===== src/hdl/ed_pkg.sv =====
package ed_pkg;

   localparam int MAX_DIM = 256;
   localparam int COUNT_W = $clog2(MAX_DIM + 1);
   localparam int ELEM_W = 16;
   localparam int MAG_W = ELEM_W + 1;
   localparam int SQ_W = 2 * MAG_W;
   localparam int SUM_W = 41;
   localparam int DIST_W = 21;
   localparam int QUEUE_DEPTH = 4;
   localparam int QPTR_W = $clog2(QUEUE_DEPTH);
   localparam int QCNT_W = $clog2(QUEUE_DEPTH + 1);

   localparam logic [SUM_W-1:0] SUM_CAP = SUM_W'(1) << (SUM_W - 1);
   localparam logic [SUM_W-1:0] ROOT_BIT_INIT = SUM_W'(1) << (SUM_W - 1);

   typedef struct packed {
      logic [MAG_W-1:0] mag;
      logic             last;
   } ed_item_type;

endpackage


===== src/hdl/euclidean_distance_top.sv =====
// Streaming Euclidean distance between two vectors of signed Q8.8 elements.
// Each request on the req_ channel carries one element pair and a flag that
// marks the last pair of the vector. The front end forms the magnitude of the
// difference and places it in a four-entry queue; the back end squares it,
// adds it to a Q25.16 running sum and, after the last pair, runs a
// digit-by-digit square root that resolves one result bit per cycle.
// One result appears on the rsp_ channel per vector: the distance in
// unsigned Q13.8 and a flag that is set if the sum saturated or the vector
// had more than 256 elements. Requests that are not last give no result.
// Throughput is one element pair per cycle while a vector streams in and the
// queue is not full. With an idle back end, the last request passes through
// the queue and the square stage, the square root resolves the result bits,
// and the result is then loaded into the output register. During
// the root, the queue keeps taking requests of the next vector until it fills.
// When the receiver stalls, the result waits in the output register and the
// back end holds the next result, so the queue then fills and req_ready
// falls. Synchronous reset empties the queue, clears the sum, count and
// flag, and drops any pending result.
module euclidean_distance_top (
   input  logic                             clock,
   input  logic                             reset,
   input  logic                             req_valid,
   output logic                             req_ready,
   input  logic signed [ed_pkg::ELEM_W-1:0] req_a_element,
   input  logic signed [ed_pkg::ELEM_W-1:0] req_b_element,
   input  logic                             req_last_element,
   output logic                             rsp_valid,
   input  logic                             rsp_ready,
   output logic [ed_pkg::DIST_W-1:0]        rsp_distance,
   output logic                             rsp_saturated
);
   import ed_pkg::*;

   ed_item_type push_item;
   ed_item_type head_item;
   logic        queue_push;
   logic        queue_pop;
   logic        queue_full;
   logic        queue_empty;

   ed_front u_front (
      .req_valid        (req_valid),
      .req_ready        (req_ready),
      .req_a_element    (req_a_element),
      .req_b_element    (req_b_element),
      .req_last_element (req_last_element),
      .queue_full       (queue_full),
      .queue_push       (queue_push),
      .queue_item       (push_item)
   );

   ed_queue u_queue (
      .clock     (clock),
      .reset     (reset),
      .push      (queue_push),
      .push_item (push_item),
      .pop       (queue_pop),
      .head_item (head_item),
      .full      (queue_full),
      .empty     (queue_empty)
   );

   ed_back u_back (
      .clock         (clock),
      .reset         (reset),
      .head_item     (head_item),
      .queue_empty   (queue_empty),
      .queue_pop     (queue_pop),
      .rsp_valid     (rsp_valid),
      .rsp_ready     (rsp_ready),
      .rsp_distance  (rsp_distance),
      .rsp_saturated (rsp_saturated)
   );

endmodule


===== src/hdl/ed_front.sv =====
module ed_front (
   input  logic                          req_valid,
   output logic                          req_ready,
   input  logic signed [ed_pkg::ELEM_W-1:0] req_a_element,
   input  logic signed [ed_pkg::ELEM_W-1:0] req_b_element,
   input  logic                          req_last_element,
   input  logic                          queue_full,
   output logic                          queue_push,
   output ed_pkg::ed_item_type           queue_item
);
   import ed_pkg::*;

   logic signed [MAG_W-1:0] diff;

   always_comb begin
      diff = MAG_W'(req_b_element) - MAG_W'(req_a_element);
      queue_item.mag = diff[MAG_W-1] ? MAG_W'(-diff) : MAG_W'(diff);
      queue_item.last = req_last_element;
   end

   assign req_ready = !queue_full;
   assign queue_push = req_valid && !queue_full;

endmodule


===== src/hdl/ed_queue.sv =====
module ed_queue (
   input  logic                clock,
   input  logic                reset,
   input  logic                push,
   input  ed_pkg::ed_item_type push_item,
   input  logic                pop,
   output ed_pkg::ed_item_type head_item,
   output logic                full,
   output logic                empty
);
   import ed_pkg::*;

   ed_item_type             entry_ff [QUEUE_DEPTH];
   logic [QPTR_W-1:0]       wr_ptr_ff;
   logic [QPTR_W-1:0]       wr_ptr_in;
   logic [QPTR_W-1:0]       rd_ptr_ff;
   logic [QPTR_W-1:0]       rd_ptr_in;
   logic [QCNT_W-1:0]       count_ff;
   logic [QCNT_W-1:0]       count_in;

   assign full = (count_ff == QCNT_W'(QUEUE_DEPTH));
   assign empty = (count_ff == '0);
   assign head_item = entry_ff[rd_ptr_ff];

   always_comb begin
      wr_ptr_in = push ? wr_ptr_ff + 1'b1 : wr_ptr_ff;
      rd_ptr_in = pop ? rd_ptr_ff + 1'b1 : rd_ptr_ff;
      count_in = count_ff;
      if (push && !pop) begin
         count_in = count_ff + 1'b1;
      end else if (pop && !push) begin
         count_in = count_ff - 1'b1;
      end
   end

   always_ff @(posedge clock) begin
      if (push) begin
         entry_ff[wr_ptr_ff] <= push_item;
      end
      if (reset) begin
         wr_ptr_ff <= '0;
         rd_ptr_ff <= '0;
         count_ff <= '0;
      end else begin
         wr_ptr_ff <= wr_ptr_in;
         rd_ptr_ff <= rd_ptr_in;
         count_ff <= count_in;
      end
   end

endmodule


===== src/hdl/ed_back.sv =====
module ed_back (
   input  logic                      clock,
   input  logic                      reset,
   input  ed_pkg::ed_item_type       head_item,
   input  logic                      queue_empty,
   output logic                      queue_pop,
   output logic                      rsp_valid,
   input  logic                      rsp_ready,
   output logic [ed_pkg::DIST_W-1:0] rsp_distance,
   output logic                      rsp_saturated
);
   import ed_pkg::*;

   typedef enum logic [1:0] {ST_ACCUM, ST_ROOT, ST_DELIVER} state_type;

   state_type          state_ff;
   state_type          state_in;
   logic               sq_valid_ff;
   logic               sq_valid_in;
   logic               sq_last_ff;
   logic               sq_last_in;
   logic [SQ_W-1:0]    sq_ff;
   logic [SQ_W-1:0]    sq_in;
   logic [SUM_W-1:0]   sum_ff;
   logic [SUM_W-1:0]   sum_in;
   logic [COUNT_W-1:0] count_ff;
   logic [COUNT_W-1:0] count_in;
   logic               ovf_ff;
   logic               ovf_in;
   logic [SUM_W-1:0]   rad_ff;
   logic [SUM_W-1:0]   rad_in;
   logic [SUM_W:0]     root_ff;
   logic [SUM_W:0]     root_in;
   logic [SUM_W-1:0]   bit_ff;
   logic [SUM_W-1:0]   bit_in;
   logic               sat_hold_ff;
   logic               sat_hold_in;
   logic               rsp_valid_ff;
   logic               rsp_valid_in;
   logic [DIST_W-1:0]  distance_ff;
   logic [DIST_W-1:0]  distance_in;
   logic               saturated_ff;
   logic               saturated_in;

   logic [SUM_W:0]     sum_wide;
   logic [SUM_W-1:0]   acc_sum;
   logic [COUNT_W-1:0] acc_count;
   logic               acc_ovf;
   logic [SUM_W:0]     trial;

   assign queue_pop = (state_ff == ST_ACCUM) && !queue_empty && !(sq_valid_ff && sq_last_ff);
   assign rsp_valid = rsp_valid_ff;
   assign rsp_distance = distance_ff;
   assign rsp_saturated = saturated_ff;

   always_comb begin
      sum_wide = {1'b0, sum_ff} + (SUM_W + 1)'(sq_ff);
      if (count_ff >= COUNT_W'(MAX_DIM)) begin
         acc_sum = SUM_CAP;
         acc_ovf = 1'b1;
         acc_count = count_ff;
      end else if (sum_wide > {1'b0, SUM_CAP}) begin
         acc_sum = SUM_CAP;
         acc_ovf = 1'b1;
         acc_count = count_ff + 1'b1;
      end else begin
         acc_sum = sum_wide[SUM_W-1:0];
         acc_ovf = ovf_ff;
         acc_count = count_ff + 1'b1;
      end
      trial = root_ff + {1'b0, bit_ff};

      state_in = state_ff;
      sq_valid_in = queue_pop;
      sq_last_in = head_item.last;
      sq_in = SQ_W'(head_item.mag) * SQ_W'(head_item.mag);
      sum_in = sum_ff;
      count_in = count_ff;
      ovf_in = ovf_ff;
      rad_in = rad_ff;
      root_in = root_ff;
      bit_in = bit_ff;
      sat_hold_in = sat_hold_ff;
      rsp_valid_in = rsp_valid_ff && !rsp_ready;
      distance_in = distance_ff;
      saturated_in = saturated_ff;

      case (state_ff)
         ST_ACCUM: begin
            if (sq_valid_ff) begin
               if (sq_last_ff) begin
                  sum_in = '0;
                  count_in = '0;
                  ovf_in = 1'b0;
                  rad_in = acc_sum;
                  root_in = '0;
                  bit_in = ROOT_BIT_INIT;
                  sat_hold_in = acc_ovf;
                  state_in = ST_ROOT;
               end else begin
                  sum_in = acc_sum;
                  count_in = acc_count;
                  ovf_in = acc_ovf;
               end
            end
         end
         ST_ROOT: begin
            if ({1'b0, rad_ff} >= trial) begin
               rad_in = rad_ff - trial[SUM_W-1:0];
               root_in = (root_ff >> 1) + {1'b0, bit_ff};
            end else begin
               root_in = root_ff >> 1;
            end
            bit_in = bit_ff >> 2;
            if (bit_ff[0]) begin
               state_in = ST_DELIVER;
            end
         end
         ST_DELIVER: begin
            if (!rsp_valid_ff || rsp_ready) begin
               rsp_valid_in = 1'b1;
               distance_in = root_ff[DIST_W-1:0];
               saturated_in = sat_hold_ff;
               state_in = ST_ACCUM;
            end
         end
         default: begin
            state_in = ST_ACCUM;
         end
      endcase
   end

   always_ff @(posedge clock) begin
      sq_last_ff <= sq_last_in;
      sq_ff <= sq_in;
      rad_ff <= rad_in;
      root_ff <= root_in;
      bit_ff <= bit_in;
      sat_hold_ff <= sat_hold_in;
      distance_ff <= distance_in;
      saturated_ff <= saturated_in;
      if (reset) begin
         state_ff <= ST_ACCUM;
         sq_valid_ff <= 1'b0;
         sum_ff <= '0;
         count_ff <= '0;
         ovf_ff <= 1'b0;
         rsp_valid_ff <= 1'b0;
      end else begin
         state_ff <= state_in;
         sq_valid_ff <= sq_valid_in;
         sum_ff <= sum_in;
         count_ff <= count_in;
         ovf_ff <= ovf_in;
         rsp_valid_ff <= rsp_valid_in;
      end
   end

endmodule

===== config.mk =====
export PLATFORM = sky130hd
export DESIGN_NAME = euclidean_distance_top
export DESIGN_NICKNAME = d
export VERILOG_FILES = /design/src/hdl/ed_pkg.sv /design/src/hdl/euclidean_distance_top.sv /design/src/hdl/ed_front.sv /design/src/hdl/ed_queue.sv /design/src/hdl/ed_back.sv
export SDC_FILE = /design/constraint.sdc
export NUM_CORES = 1
export LEC_CHECK = 0
export ABC_AREA = 1
export BUFFER_PORTS_ARGS = -buffer_cell sky130_fd_sc_hd__buf_2
export CORE_MARGIN = 2
export CORE_UTILIZATION = 35
export DETAILED_ROUTE_END_ITERATION = 16
export HOLD_SLACK_MARGIN = 0.08
export SLEW_MARGIN = 20
export SYNTH_ARGS = -nofsm -noshare
export SYNTH_HDL_FRONTEND = slang
export SYNTH_SLANG_ARGS = --single-unit

===== constraint.sdc =====
create_clock -name clock -period 7.8 [get_ports clock]
set_clock_uncertainty 0.1 [all_clocks]
set_input_delay 1.56 -clock clock [delete_from_list [all_inputs] [get_ports clock]]
set_output_delay 1.56 -clock clock [all_outputs]
set_load 0.005 [all_outputs]

# == After elaboration in Yosys (flattened, before gate mapping) ==
# Memory sizes are Yosys's and may differ from the RTL's. A register that Yosys moved wholly into a read port is not among the register bits.
# Index checks and enable logic that the tools add are counted.
# W data, S select, Z words.
# totals
mem_count,1
word_cells,101
input_bits,37
ramBits,72
register_bits,244
# classes
eq_ne,9
n_lt_le_gt_ge,3
addsub,11
multipliers,1
reduce_logical,26
n_mux,33
# mem_list
name,words,word_bits,read_ports,rd_ports_with_merged_regs,write_ports,line_no,text
u_queue.entry_ff,4,18,1,1,1,ed_queue.sv:13,ed_item_type entry_ff [QUEUE_DEPTH];
# op_table
op,count
$mux W41,8
$pmux W41 S2,2
$mux W42,3
$pmux W42 S2,1
$add A41 B34 Y42,1
$add A41 B41 Y42,1
$add A42 B41 Y42,1
$ge A41 B42 Y1,1
$gt A42 B41 Y1 const B,1
$sub A41 B41 Y41,1
$mul A17 B17 Y34,1
$mux W9,2
$mux W17,1
$neg A17 Y17,1
$sub A16 B16 Y17,1
$mux W2,6
$ne A2 B1 Y1 const B,6
$add A9 B1 Y9 const B,1
$ge A9 B9 Y1 const B,1
$reduce_and A3 Y1,3
$reduce_and A4 Y1,2
$logic_and A1 B1 Y1,7
$logic_not A1 Y1,7
$mux W1,7
13 further kinds,17

# == Longest topological paths before layout ==
# logic_depth
word_depth,7
ltp_mapped,34
ltp_nobuf,34

# == By module ==
# From an unflattened synthesis, not the netlist that was laid out.
# hier_totals
hier_cells,4082
area_unflattened_um2,30183.9
# modules_own_cells
module,area_per_inst_um2,cells_each,instances
ed_back,25371.8,3529,1
ed_queue,3153.0,232,1
ed_front,1659.1,321,1

# == Worst setup path after synthesis ==
# OpenSTA, ideal clock, no wires.
# synth_path
path_type,register to register
start,register (tool-made name)
end,register u_back.sq_ff[30]
n_path_buf,3
required_ns,7.628
setup_slack_ns,1.058
arrival_ns,6.570
path_stages_with_launch,31
cell_sequence,dfxtp_1 > buf_2 > clkbuf_1 > nand2_1 > a32oi_1 > inv_1 > clkbuf_1 > nor2_1 > inv_1 > fa_1 > inv_1 > fa_1 > fa_1 > inv_1 > fa_1 > inv_1 > fa_1 > fa_1 > ha_1 > nand2_1 > nor3_1 > nand3_1 > nand2_1 > nand3_1 > nand3_1 > a21boi_0 > nand2_1 > o211ai_1 > nand3_1 > nand2_1 > xor2_1
# synth_rtl
element,line_no,text
"end signal, assigned",ed_back.sv:135,sq_ff <= sq_in;
"end, declared",ed_back.sv:22,logic [SQ_W-1:0] sq_ff;

==> flow_metrics.env <==
export IMPL_status="completed"
export IMPL_drv_cap=0
export IMPL_cp_start_kind="flop"
export IMPL_period_needed_ns=7.31
export IMPL_grt_pass1_wl_mm=130
export IMPL_place_congestion=0.942
export IMPL_die_area_um2=87200
export IMPL_synthCells=3927
export IMPL_rsz0062_at_grt="false"
export IMPL_required_ns=8.17
export IMPL_overflow=0
export IMPL_track_usage_pct=18.6
export IMPL_multi_input_area_um2=18600
export IMPL_diodes=0
export IMPL_setup_viol=0
export IMPL_async_flop_share_pct=0
export IMPL_tightest_slew_ns=1.03
export IMPL_synth_largest_area_cell="edfxtp_1"
export IMPL_cp_slowest_cell="fa_1"
export IMPL_post_cts_buffers=0
export IMPL_hold_violations=0
export IMPL_path_class="reg -> reg"
export IMPL_hold_path_class="reg -> reg"
export IMPL_io_buffer_count=60
export IMPL_cts_sink_count=297
export IMPL_path_clk_slew_ns=0.06
export IMPL_period_share_pct=93.7
export IMPL_drcViolationCount=0
export IMPL_cts_tree="done"
export IMPL_clk_latency_ns=0.58
export IMPL_cts_root_buf="clkbuf_16"
export IMPL_drtPass1Iterations=7
export IMPL_yosys_warnings=0
export IMPL_core_area_um2=83800
export IMPL_viasPerCell=4.85
export IMPL_cts_resized=0
export IMPL_antenna_found_initial=0
export IMPL_drive_above_1_share_pct=6.66
export IMPL_ant_nets=0
export IMPL_synth_area_um2=29700
export IMPL_ctsHtreeMaxLevel=2
export IMPL_synth_area_leaders="edfxtp_1 (20%), fa_1 (13%), nand2_1 (11%)"
export IMPL_area_growth_syn_to_layout_pct=10.1
export IMPL_hold_ws_ns=0.341
export IMPL_fill_cells=8820
export IMPL_dp_hpwl_mm=65.5
export IMPL_syn_num_nets=4408
export IMPL_grt_pass1_vias=25000
export IMPL_ys_flop_type="edfxtp_1"
export IMPL_slew_viol_final=0
export IMPL_clock_path_buffers=3
export IMPL_wl_per_cell_um=15.6
export IMPL_die_h_um=295
export IMPL_maxSlewHeadroom_pct=31.0
export IMPL_ios=61
export IMPL_yosysMostFrequentCell="nand2_1"
export IMPL_ys_seq_area_share_pct=26.7
export IMPL_holdBufCountCts=0
export IMPL_synth_edf_count=199
export IMPL_synthDistinctLibCells=59
export IMPL_synth_commonest_cells="nand2_1 (890), inv_1 (747), nor2_1 (409), ha_1 (250), a21oi_1 (207)"
export IMPL_synth_top_area_share_pct=20.1
export IMPL_fmax_mhz=137
export IMPL_numCtsBuffers=36
export IMPL_vias=25000
export IMPL_nNetsFinal=4478
export IMPL_avgSynthCellArea_um2=7.56
export IMPL_worstPathMaxFanout=17
export IMPL_area_sequential_um2=7940
export IMPL_rows=106
export IMPL_min_from="u_back.sat_hold_ff"
export IMPL_max_stage_delay_ns=0.55
export IMPL_fp_dieW_um=295
export IMPL_ys_ff_latch=297
export IMPL_setup_tns_ns=0
export IMPL_grt_max_degree=95
export IMPL_first_iter_violations=1351
export IMPL_arrival_ns=7.68
export IMPL_start_util_pct=35.4
export IMPL_end_kind="flop"
export IMPL_wirelength_mm=80.7
==> worst paths after layout <==
check	end	slack, ns	cells after the start
min	u_back.rsp_saturated	0.34	0
min reg2reg	u_back.rsp_saturated	0.34	0
max	u_back.sq_ff[30]	0.49	30
max reg2reg	u_back.sq_ff[30]	0.49	30
==> routing by layer <==
metal / track usage [%] / routed length (µm) / vias to the layer above
met5: 0 / 0 / -
met1: 23.7 / 36400 / 11700
met3: 1.92 / 2710 / 123
met2: 33.2 / 39200 / 442
met4: 5.61 / 2270 / 0
li1: - / - / 12700
==> cell usage in the layout (no fill, tap or decap), types with 69 or more instances in the layout <==
master / netlist / routed
xor2_1: 98 / 98
dfxtp_1: 98 / 98
edfxtp_1: 199 / 199
ha_1: 250 / 250
nand2_1: 890 / 890
fa_1: 194 / 194
inv_1: 747 / 746
nand3_1: 171 / 171
xnor2_1: 69 / 69
o21ai_0: 158 / 158
a21oi_1: 207 / 206
nor2_1: 409 / 406
==> registers in the layout (all words and copies together), names as in the netlist, named ones only <==
name,cells
u_queue.entry_ff,72
u_back.sq_valid_ff,1
u_back.state_ff,2
u_back.sat_hold_ff,1
u_back.sq_last_ff,1
u_back.bit_ff,21
u_back.rad_ff,41
u_back.ovf_ff,1
u_back.count_ff,9
u_back.rsp_valid,1
u_queue.rd_ptr_ff,2
u_back.sum_ff,41
u_queue.count_ff,3
u_queue.wr_ptr_ff,2
u_back.sq_ff,33
u_back.rsp_saturated,1
u_back.rsp_distance,21
u_back.root_ff,42
==> cell families after synthesis <==
family | Yosys count | share of synthesized area (%)
buffers and inverters | 833 | 10.7
AOI/OAI and AO/OA | 540 | 10.7
and+or+nand+nor | 1646 | 23.3
adders and majority gates | 444 | 23.6
DFF | 297 | 26.7
xor gates and xnor gates | 167 | 4.92
==> per-stage QoR <==
stage          area (µm²)  utilization (%)  setup WS (ns)  cells
3_3_place_gp        31500             37.5          0.715   5093
6_report            32700             39.0          0.490   5159
2_1_floorplan       29700                -           1.06   3927
5_1_grt             32700             39.0         0.0494   5159
4_1_cts             32700             39.0          0.559   5159
3_5_place_dp        31500             37.5          0.600   5093
==> layout make-up <==
type / count / area share (%)
tap: 1134 / 4.34
inverter: 762 / 8.75
clock buffer: 46 / 3.12
timing repair buffer: 103 / 1.94
clock inverter: 20 / 0.643
multi-input combinational: 2797 / 56.9
sequential: 297 / 24.3
==> worst max-delay path, delay by kind of cell, from the launching register on <==
family	cells	cell delay [ns]
fa+ha+maj	7	3.28
xor+xnor	1	0.13
compound gates	4	0.81
buf+inv	8	1.25
simple gates	10	1.28
flops	1	0.33
Power is not shown: default switching activity piles up to over one toggle a cycle in this logic, so the estimate is an artifact.
